`config.mk`:
```
export PLATFORM = sky130hd
export DESIGN_NAME = open_file_slot_allocator
export DESIGN_NICKNAME = d
export VERILOG_FILES = /design/src/ofsa_pkg.sv /design/src/ofsa_desc_map.sv /design/src/ofsa_count_ram.sv /design/src/open_file_slot_allocator.sv
export SDC_FILE = /design/constraint.sdc
export NUM_CORES = 1
export LEC_CHECK = 0
export ABC_AREA = 1
export BUFFER_PORTS_ARGS = -buffer_cell sky130_fd_sc_hd__buf_4
export CAP_MARGIN = 20
export CELL_PAD_IN_SITES_DETAIL_PLACEMENT = 0
export CELL_PAD_IN_SITES_GLOBAL_PLACEMENT = 2
export CORE_MARGIN = 5
export CORE_UTILIZATION = 42
export DETAILED_ROUTE_END_ITERATION = 12
export PLACE_DENSITY = 0.86
export RECOVER_POWER = 25
export SLEW_MARGIN = 15
export SYNTH_ARGS = -nofsm -noshare
export SYNTH_HDL_FRONTEND = slang
export SYNTH_HIERARCHICAL = 1
export SYNTH_SLANG_ARGS = --single-unit
```
`constraint.sdc`:
```
create_clock -name i_clk -period 5.11 [get_ports i_clk]
set_input_delay 0.511 -clock i_clk [delete_from_list [all_inputs] [get_ports i_clk]]
set_output_delay 0.511 -clock i_clk [all_outputs]
set_load 0.05 [all_outputs]
```
`src/ofsa_pkg.sv`:
```
`default_nettype none
package ofsa_pkg;

    // Table sizes.
    localparam int DESCRIPTORS  = 32;
    localparam int FILE_ENTRIES = 64;

    // Index widths, at least one bit even for a single-slot table.
    localparam int DIDX_W = (DESCRIPTORS > 1) ? $clog2(DESCRIPTORS) : 1;
    localparam int EIDX_W = (FILE_ENTRIES > 1) ? $clog2(FILE_ENTRIES) : 1;

    // Reference counts saturate at the largest value of their field.
    localparam int               COUNT_W   = 6;
    localparam logic [COUNT_W-1:0] COUNT_MAX = '1;

    typedef enum logic [1:0] {
        CMD_OPEN   = 2'd0,
        CMD_LOOKUP = 2'd1,
        CMD_DUP    = 2'd2,
        CMD_CLOSE  = 2'd3
    } t_cmd;

    typedef enum logic [1:0] {
        ST_OK     = 2'd0,
        ST_BADF   = 2'd1,
        ST_NODESC = 2'd2,
        ST_FULL   = 2'd3
    } t_status;

    // Write into the descriptor map.
    typedef struct packed {
        logic              en;
        logic [DIDX_W-1:0] idx;
        logic              valid;
        logic [EIDX_W-1:0] entry;
    } t_map_wr;

    // Write into the reference count memory.
    typedef struct packed {
        logic               en;
        logic [EIDX_W-1:0]  addr;
        logic [COUNT_W-1:0] data;
    } t_cnt_wr;

endpackage
`default_nettype wire

```
`src/ofsa_desc_map.sv`:
```
`default_nettype none
module ofsa_desc_map (
    input  wire logic                      i_clk,
    input  wire logic                      i_rst_n,
    input  wire ofsa_pkg::t_map_wr         i_wr,
    input  wire logic [ofsa_pkg::DIDX_W-1:0] i_chk_idx,
    output logic                           o_chk_free,
    input  wire logic [ofsa_pkg::DIDX_W-1:0] i_rd_idx,
    output logic                           o_rd_valid,
    output logic [ofsa_pkg::EIDX_W-1:0]    o_rd_entry
);
    import ofsa_pkg::*;

    logic [DESCRIPTORS-1:0] r_vld;
    logic [EIDX_W-1:0]      r_ent [DESCRIPTORS];

    // Valid bits clear at reset; entry fields are only read behind a valid bit.
    always_ff @(posedge i_clk) begin
        if (!i_rst_n) begin
            r_vld <= '0;
        end else if (i_wr.en) begin
            r_vld[i_wr.idx] <= i_wr.valid;
        end
    end

    always_ff @(posedge i_clk) begin
        if (i_wr.en) begin
            r_ent[i_wr.idx] <= i_wr.entry;
        end
    end

    assign o_chk_free = !r_vld[i_chk_idx];
    assign o_rd_valid = r_vld[i_rd_idx];
    assign o_rd_entry = r_ent[i_rd_idx];

endmodule
`default_nettype wire

```
`src/ofsa_count_ram.sv`:
```
`default_nettype none
module ofsa_count_ram (
    input  wire logic                         i_clk,
    input  wire logic                         i_rst_n,
    input  wire ofsa_pkg::t_cnt_wr            i_wr,
    input  wire logic [ofsa_pkg::EIDX_W-1:0]  i_rd_addr,
    output logic [ofsa_pkg::COUNT_W-1:0]      o_rd_data
);
    import ofsa_pkg::*;

    logic [COUNT_W-1:0]      r_mem [FILE_ENTRIES];
    logic [FILE_ENTRIES-1:0] r_vld;
    logic [COUNT_W-1:0]      r_rd_data;
    logic                    r_rd_vld;

    // An entry never written since reset reads as a zero count.
    always_ff @(posedge i_clk) begin
        if (!i_rst_n) begin
            r_vld    <= '0;
            r_rd_vld <= 1'b0;
        end else begin
            if (i_wr.en) begin
                r_vld[i_wr.addr] <= 1'b1;
            end
            r_rd_vld <= r_vld[i_rd_addr];
        end
    end

    always_ff @(posedge i_clk) begin
        if (i_wr.en) begin
            r_mem[i_wr.addr] <= i_wr.data;
        end
        r_rd_data <= r_mem[i_rd_addr];
    end

    assign o_rd_data = r_rd_vld ? r_rd_data : '0;

endmodule
`default_nettype wire

```
`src/open_file_slot_allocator.sv`:
```
`default_nettype none
// Open file slot allocator: a descriptor map whose slots point at shared
// entries, each entry keeping a reference count.
//
// A command word is taken at a rising edge where start is high and busy is
// low. It carries the command (open, lookup, duplicate, close) and, for all
// but open, a descriptor. Exactly one result word follows on o_status,
// o_descriptor_out, o_entry_out and o_last_close, marked by o_valid for one
// cycle; the receiver cannot hold it off, and busy falls in that same cycle,
// so the next command can be started while the result is shown.
//
// Duplicate and open search for the lowest free descriptor, one map slot
// checked per cycle; open then searches the entries next-fit, issuing one
// count read per cycle to a memory with registered read data, until a free
// entry is found or every entry has been read, which answers full.
// Reset (synchronous, active low) marks all descriptors free, all counts
// zero through per-entry valid bits, and the next-fit start as entry zero.
// The block is ready as soon as reset is released; no clearing pass runs.
module open_file_slot_allocator (
    input  wire logic                   i_clk,
    input  wire logic                   i_rst_n,
    input  wire logic                   start,
    output logic                        busy,
    input  wire ofsa_pkg::t_cmd         i_command,
    input  wire logic [7:0]             i_descriptor,
    output logic                        o_valid,
    output ofsa_pkg::t_status           o_status,
    output logic [4:0]                  o_descriptor_out,
    output logic [5:0]                  o_entry_out,
    output logic                        o_last_close
);
    import ofsa_pkg::*;

    // The entry scan counter must hold the table size itself.
    localparam int IK_W = $clog2(FILE_ENTRIES + 1);
    localparam logic [8:0]        DLIM      = 9'(DESCRIPTORS);
    localparam logic [DIDX_W-1:0] DLAST     = DIDX_W'(DESCRIPTORS - 1);
    localparam logic [EIDX_W-1:0] ELAST     = EIDX_W'(FILE_ENTRIES - 1);
    localparam logic [IK_W-1:0]   ECOUNT    = IK_W'(FILE_ENTRIES);

    typedef enum logic [2:0] {
        S_IDLE,
        S_RESOLVE,
        S_DSCAN,
        S_CRD,
        S_CWAIT,
        S_ESCAN
    } t_state;

    // Next entry index in ring order.
    function automatic logic [EIDX_W-1:0] ent_inc(input logic [EIDX_W-1:0] e);
        ent_inc = (e == ELAST) ? '0 : e + EIDX_W'(1);
    endfunction

    t_state             r_state;
    t_cmd               r_cmd;
    logic [7:0]         r_dsc;
    logic [EIDX_W-1:0]  r_ent;
    logic [DIDX_W-1:0]  r_dscan;
    logic [DIDX_W-1:0]  r_dfree;
    logic [EIDX_W-1:0]  r_eaddr;
    logic [IK_W-1:0]    r_issue_k;
    logic               r_pend;
    logic [EIDX_W-1:0]  r_pend_addr;
    logic [EIDX_W-1:0]  r_next_start;
    logic               r_valid;
    t_status            r_status;
    logic [4:0]         r_dout;
    logic [5:0]         r_eout;
    logic               r_last;

    t_map_wr            map_wr;
    t_cnt_wr            cnt_wr;
    logic               chk_free;
    logic               rd_valid;
    logic [EIDX_W-1:0]  rd_entry;
    logic [EIDX_W-1:0]  cnt_addr;
    logic [COUNT_W-1:0] cnt_data;
    logic               dsc_in_range;
    logic               cnt_free;
    logic               cnt_sat;
    logic               cnt_last;

    ofsa_desc_map u_map (
        .i_clk      (i_clk),
        .i_rst_n    (i_rst_n),
        .i_wr       (map_wr),
        .i_chk_idx  (r_dscan),
        .o_chk_free (chk_free),
        .i_rd_idx   (r_dsc[DIDX_W-1:0]),
        .o_rd_valid (rd_valid),
        .o_rd_entry (rd_entry)
    );

    ofsa_count_ram u_cnt (
        .i_clk     (i_clk),
        .i_rst_n   (i_rst_n),
        .i_wr      (cnt_wr),
        .i_rd_addr (cnt_addr),
        .o_rd_data (cnt_data)
    );

    assign dsc_in_range = ({1'b0, r_dsc} < DLIM);
    assign cnt_addr     = (r_state == S_ESCAN) ? r_eaddr : r_ent;
    assign cnt_free     = r_pend && (cnt_data == '0);
    assign cnt_sat      = (cnt_data >= COUNT_MAX);
    // A close of a count of one or zero releases the entry.
    assign cnt_last     = (cnt_data <= COUNT_W'(1));

    // Table updates happen only in the cycle that finishes a command.
    always_comb begin
        map_wr = '0;
        cnt_wr = '0;
        case (r_state)
            S_CWAIT: begin
                if (r_cmd == CMD_DUP) begin
                    if (!cnt_sat) begin
                        map_wr = '{en: 1'b1, idx: r_dfree, valid: 1'b1, entry: r_ent};
                        cnt_wr = '{en: 1'b1, addr: r_ent, data: cnt_data + COUNT_W'(1)};
                    end
                end else begin
                    map_wr = '{en: 1'b1, idx: r_dsc[DIDX_W-1:0], valid: 1'b0, entry: '0};
                    cnt_wr = '{en: 1'b1, addr: r_ent,
                               data: cnt_last ? '0 : cnt_data - COUNT_W'(1)};
                end
            end
            S_ESCAN: begin
                if (cnt_free) begin
                    map_wr = '{en: 1'b1, idx: r_dfree, valid: 1'b1, entry: r_pend_addr};
                    cnt_wr = '{en: 1'b1, addr: r_pend_addr, data: COUNT_W'(1)};
                end
            end
            default: begin
            end
        endcase
    end

    always_ff @(posedge i_clk) begin
        if (!i_rst_n) begin
            r_state      <= S_IDLE;
            r_valid      <= 1'b0;
            r_next_start <= '0;
        end else begin
            r_valid <= 1'b0;
            case (r_state)
                S_IDLE: begin
                    if (start) begin
                        r_cmd   <= i_command;
                        r_dsc   <= i_descriptor;
                        r_dscan <= '0;
                        r_state <= (i_command == CMD_OPEN) ? S_DSCAN : S_RESOLVE;
                    end
                end
                S_RESOLVE: begin
                    r_ent <= rd_entry;
                    if (!dsc_in_range || !rd_valid) begin
                        r_valid  <= 1'b1;
                        r_status <= ST_BADF;
                        r_dout   <= '0;
                        r_eout   <= '0;
                        r_last   <= 1'b0;
                        r_state  <= S_IDLE;
                    end else begin
                        case (r_cmd)
                            CMD_LOOKUP: begin
                                r_valid  <= 1'b1;
                                r_status <= ST_OK;
                                r_dout   <= '0;
                                r_eout   <= 6'(rd_entry);
                                r_last   <= 1'b0;
                                r_state  <= S_IDLE;
                            end
                            CMD_DUP:   r_state <= S_DSCAN;
                            default:   r_state <= S_CRD;
                        endcase
                    end
                end
                S_DSCAN: begin
                    // One descriptor slot is checked per cycle, lowest first.
                    if (chk_free) begin
                        r_dfree <= r_dscan;
                        if (r_cmd == CMD_OPEN) begin
                            r_eaddr   <= r_next_start;
                            r_issue_k <= '0;
                            r_pend    <= 1'b0;
                            r_state   <= S_ESCAN;
                        end else begin
                            r_state <= S_CRD;
                        end
                    end else if (r_dscan == DLAST) begin
                        r_valid  <= 1'b1;
                        r_status <= ST_NODESC;
                        r_dout   <= '0;
                        r_eout   <= '0;
                        r_last   <= 1'b0;
                        r_state  <= S_IDLE;
                    end else begin
                        r_dscan <= r_dscan + DIDX_W'(1);
                    end
                end
                S_CRD: begin
                    // The count of r_ent is read here and shows up next cycle.
                    r_state <= S_CWAIT;
                end
                S_CWAIT: begin
                    r_valid <= 1'b1;
                    r_state <= S_IDLE;
                    if (r_cmd == CMD_DUP) begin
                        r_status <= cnt_sat ? ST_FULL : ST_OK;
                        r_dout   <= cnt_sat ? '0 : 5'(r_dfree);
                        r_eout   <= cnt_sat ? '0 : 6'(r_ent);
                        r_last   <= 1'b0;
                    end else begin
                        r_status <= ST_OK;
                        r_dout   <= '0;
                        r_eout   <= 6'(r_ent);
                        r_last   <= cnt_last;
                    end
                end
                S_ESCAN: begin
                    // Next-fit search: each cycle checks the count read in the
                    // cycle before and issues the read of the following entry.
                    if (cnt_free) begin
                        r_next_start <= ent_inc(r_pend_addr);
                        r_valid      <= 1'b1;
                        r_status     <= ST_OK;
                        r_dout       <= 5'(r_dfree);
                        r_eout       <= 6'(r_pend_addr);
                        r_last       <= 1'b0;
                        r_state      <= S_IDLE;
                    end else if (!r_pend && (r_issue_k == ECOUNT)) begin
                        r_valid  <= 1'b1;
                        r_status <= ST_FULL;
                        r_dout   <= '0;
                        r_eout   <= '0;
                        r_last   <= 1'b0;
                        r_state  <= S_IDLE;
                    end else if (r_issue_k != ECOUNT) begin
                        r_pend      <= 1'b1;
                        r_pend_addr <= r_eaddr;
                        r_eaddr     <= ent_inc(r_eaddr);
                        r_issue_k   <= r_issue_k + IK_W'(1);
                    end else begin
                        r_pend <= 1'b0;
                    end
                end
                default: begin
                    r_state <= S_IDLE;
                end
            endcase
        end
    end

    assign busy             = (r_state != S_IDLE);
    assign o_valid          = r_valid;
    assign o_status         = r_status;
    assign o_descriptor_out = r_dout;
    assign o_entry_out      = r_eout;
    assign o_last_close     = r_last;

    // A result word only ever ends a command that was running.
    a_result_after_work: assert property (@(posedge i_clk) disable iff (!i_rst_n)
        o_valid |-> $past(busy))
        else $error("result word without a running command");

    // An accepted command keeps the block busy in the next cycle.
    a_busy_after_start: assert property (@(posedge i_clk) disable iff (!i_rst_n)
        (start && !busy) |=> busy)
        else $error("accepted command did not raise busy");

    // The last-close flag belongs to a successful close only.
    a_last_close_ok: assert property (@(posedge i_clk) disable iff (!i_rst_n)
        (o_valid && o_last_close) |-> (o_status == ST_OK && o_descriptor_out == 5'd0))
        else $error("last close flagged on a failed or allocating command");

    // The entry scan never issues more reads than the table has entries.
    a_scan_bound: assert property (@(posedge i_clk) disable iff (!i_rst_n)
        (r_state == S_ESCAN) |-> (r_issue_k <= ECOUNT))
        else $error("entry scan ran past the table");

endmodule
`default_nettype wire

```
==> flow_summary.json <==
{
  "slew_violations": 328,
  "cts-root-buf": "clkbuf_16",
  "drt_first_pass_iters": 6,
  "finalSetupViolations": 0,
  "coreArea_sq_um": 75900,
  "final_antenna_net_count": 0,
  "syn-num-nets": 3181,
  "postCtsResizedCells": 0,
  "drv_cap": 7,
  "start_util": 0.423,
  "end_kind": "flop",
  "dieArea_sq_um": 82100,
  "fin_hold_ws_ns": 0.0829,
  "seqPwrFrac": 0.497,
  "path_max_fanout": 25,
  "min_path_type": "input port to flop",
  "hpwlAfterDp_microns": 56200,
  "leakagePower_nw": 12.7,
  "syn_avg_cell_area_sq_um": 10.2,
  "tightest_slew_ns": 2.61,
  "yosysUniqueCellTypes": 39,
  "fin_skew_ns": 0.0273,
  "timing.final.ws_setup_ns": 0.922,
  "cts_sinks": 749,
  "yosysTopAreaCell": "edfxtp_1",
  "synthCells": 3155,
  "fin_crit_ns": 4.19,
  "globalRouteOverflowTotal": 0,
  "row_count": 101,
  "place_congestion": 0.852,
  "run_status": "complete, but fails checks",
  "power_density_nw_per_um2": 374,
  "start_kind": "flop",
  "critPathSlowestCell": "nor2_1",
  "syn_area_sq_um": 32100,
  "min_to": "r_dsc[5]",
  "grt_usage": 0.216,
  "clockBufferDepth": 3,
  "yosys-top-cells-area": "edfxtp_1 (59%), nand2_1 (10%), nand3_1 (8.5%)",
  "post-route-util": 0.469,
  "grt_pass1_wl_microns": 138000,
  "fillCellCount": 6983,
  "p_clk_frac": 0.443,
  "switching_share": 0.226,
  "grt_max_degree": 143,
  "cts_setup_buffers": 0,
  "worst_slew_margin_rel": -0.754,
  "cts_inserted_buffers": 79,
  "vias_per_cell": 5.50,
  "cp_cell_sequence": "nand2_1, inv_1, inv_1, ha_1, nor2_1, nor2_1, nand2_1, nand2_1, nor2_1, clkbuf_1",
  "grt_pass1_vias": 22200,
  "drt_iter0_markers": 2532,
  "synth_seq_cells": 749,
  "drc": 0,
  "worstHoldPathCells": 1,
  "violations": "max-capacitance violations, max-slew violations",
  "htreeDepth": 3,
  "ir_worst_vdd_uv": 306,
  "path_class": "flop to flop",
  "area_growth_pct": 10.9,
  "clk_pin_slew_ns": 0.06,
  "synth_top_area_frac": 0.594,
  "rrSetupSlack_ns": 0.92,
  "p_int_w": 0.0103,
  "cpPeakStageDelay_ns": 1.28,
  "ys_seq_area_frac": 0.665,
  "drive_gt1_frac": 0.0617,
  "synth_edf_count": 636,
  "die_w_microns": 287,
  "yosysMostFrequentCell": "nand2_1",
  "timing.final.crit_share": 0.819,
  "max_freq_mhz": 239,
  "worstPathRequired_ns": 5.34,
  "ios": 29,
  "die_y_microns": 287,
  "regToRegStartpoint": "u_cnt/r_rd_vld",
  "setup-tns-final_ns": 0,
  "antenna_cells": 0,
  "place_ws_ns": 1.49,
  "hp-start": "i_descriptor[5]",
  "nets": 3157,
  "synth_common_cells": "nand2_1 (895), edfxtp_1 (636), nand3_1 (544)",
  "routed_wl_microns": 91000,
  "holdBufCountCts": 0,
  "io_buffers": 28,
  "reg2reg_depth": 10,
  "async_flop_share": 0,
  "clk_latency_ns": 0.62,
  "reg2reg_to": "u_cnt/r_mem[1][1]",
  "critPathArrivalTime_ns": 4.41,
  "wl_per_cell_microns": 21.5,
  "rsz0062_at_grt": "no",
  "p_comb_frac": 0.060,
  "antenna_found_initial": 2,
  "netSwitchingPower_w": 0.00302,
  "synth_warnings": 6,
  "hold_viol_final": 0,
  "synth_ff_type": "edfxtp_1",
  "route.vias.total": 23200,
  "cts_tree": "done"
}
[state kept, by name, indices dropped and copies added, names as in the netlist, 7 cells and up]
signal	cells
u_cnt/r_mem	384
r_dsc	8
r_issue_k	7
u_cnt/r_vld	64
u_map/r_vld	32
u_map/r_ent	192
[routing by layer]
metal,vias to the layer above,track usage,part of all wire
met5,-,0,0
met4,0,0.0572,0.021
met3,131,0.0305,0.078
met2,937,0.336,0.45
met1,11400,0.322,0.45
li1,10700,-,-
[metrics by stage]
step / total power [W] / std cells / cell area [sq um]
after floorplan: 0.00729 / 3155 / 32100
after global placement: 0.00755 / 4079 / 33100
after detailed placement: 0.00755 / 4079 / 33100
after CTS: 0.0134 / 4223 / 35800
after global routing: 0.0138 / 4224 / 35600
final: 0.0133 / 4224 / 35600
[cells by family (layout without fill, tap and decap cells)]
group / count (synthesis) / count (layout) / share of synthesized area
xor+xnor: 14 / 14 / 0.00382
flops: 749 / 749 / 0.665
buf+inv: 319 / 358 / 0.0501
simple gates: 1860 / 1860 / 0.244
compound gates: 200 / 200 / 0.0322
fa+ha+maj: 13 / 13 / 0.00506
[cell type report]
type                       count  area [sq um]  share of cell area
clock inverter                47           522              0.0146
inverter                     151           577              0.0162
multi-input combinational   2087          9300               0.261
tap                         1030          1290              0.0362
timing repair buffer          63           427              0.0120
clock buffer                  97          2160              0.0605
sequential                   749         21400               0.599
[power groups by stage]
stage	sequential, W	combinational (W)	clock [W]
6_report	0.00662	0.000796	0.00591
5_1_grt	0.00662	0.000870	0.00627
4_1_cts	0.00662	0.000800	0.00600
3_5_place_dp	0.00675	0.000798	0
3_3_place_gp	0.00675	0.000796	0
2_1_floorplan	0.00677	0.000530	0
[critical path, delay by kind of cell, from the launching register on]
| kind | cells | cell delay (ns) |
|---|---|---|
| and+or+nand+nor | 6 | 1.79 |
| buffers and inverters | 3 | 1.30 |
| adders and majority gates | 1 | 0.25 |
| DFF | 1 | 0.42 |
[placed cells by master, fill, tap and decap left out, drive strengths merged, types with 10 or more instances in the layout]
| cell | synthesis | routed |
|---|---|---|
| xor2 | 11 | 11 |
| a21oi | 50 | 50 |
| o21ai | 127 | 127 |
| nor3 | 50 | 50 |
| edfxtp | 636 | 636 |
| nand2 | 896 | 896 |
| clkbuf | 30 | 132 |
| nand3 | 546 | 546 |
| nor2 | 355 | 355 |
| inv | 150 | 155 |
| bufinv | 0 | 10 |
| ha | 13 | 13 |
| clkinv | 1 | 24 |
| dfxtp | 113 | 113 |
| buf | 138 | 28 |
| o22ai | 20 | 20 |
[worst max-delay path by stage]
stage	from	to	slack, ns	cells past startpoint
2_1_floorplan	r_cmd[0]	u_cnt/r_mem[0][5]	0.72	5
3_3_place_gp	r_state[2]	u_cnt/r_rd_vld	1.58	13
3_5_place_dp	r_state[2]	u_cnt/r_mem[57][2]	1.49	12
4_1_cts	r_state[2]	u_cnt/r_mem[57][4]	1.45	12
5_1_grt	r_dsc[0]	o_entry_out[5]	0.69	12
6_report	u_cnt/r_rd_vld	u_cnt/r_mem[1][1]	0.92	10
(Power assumes the default switching activity.)
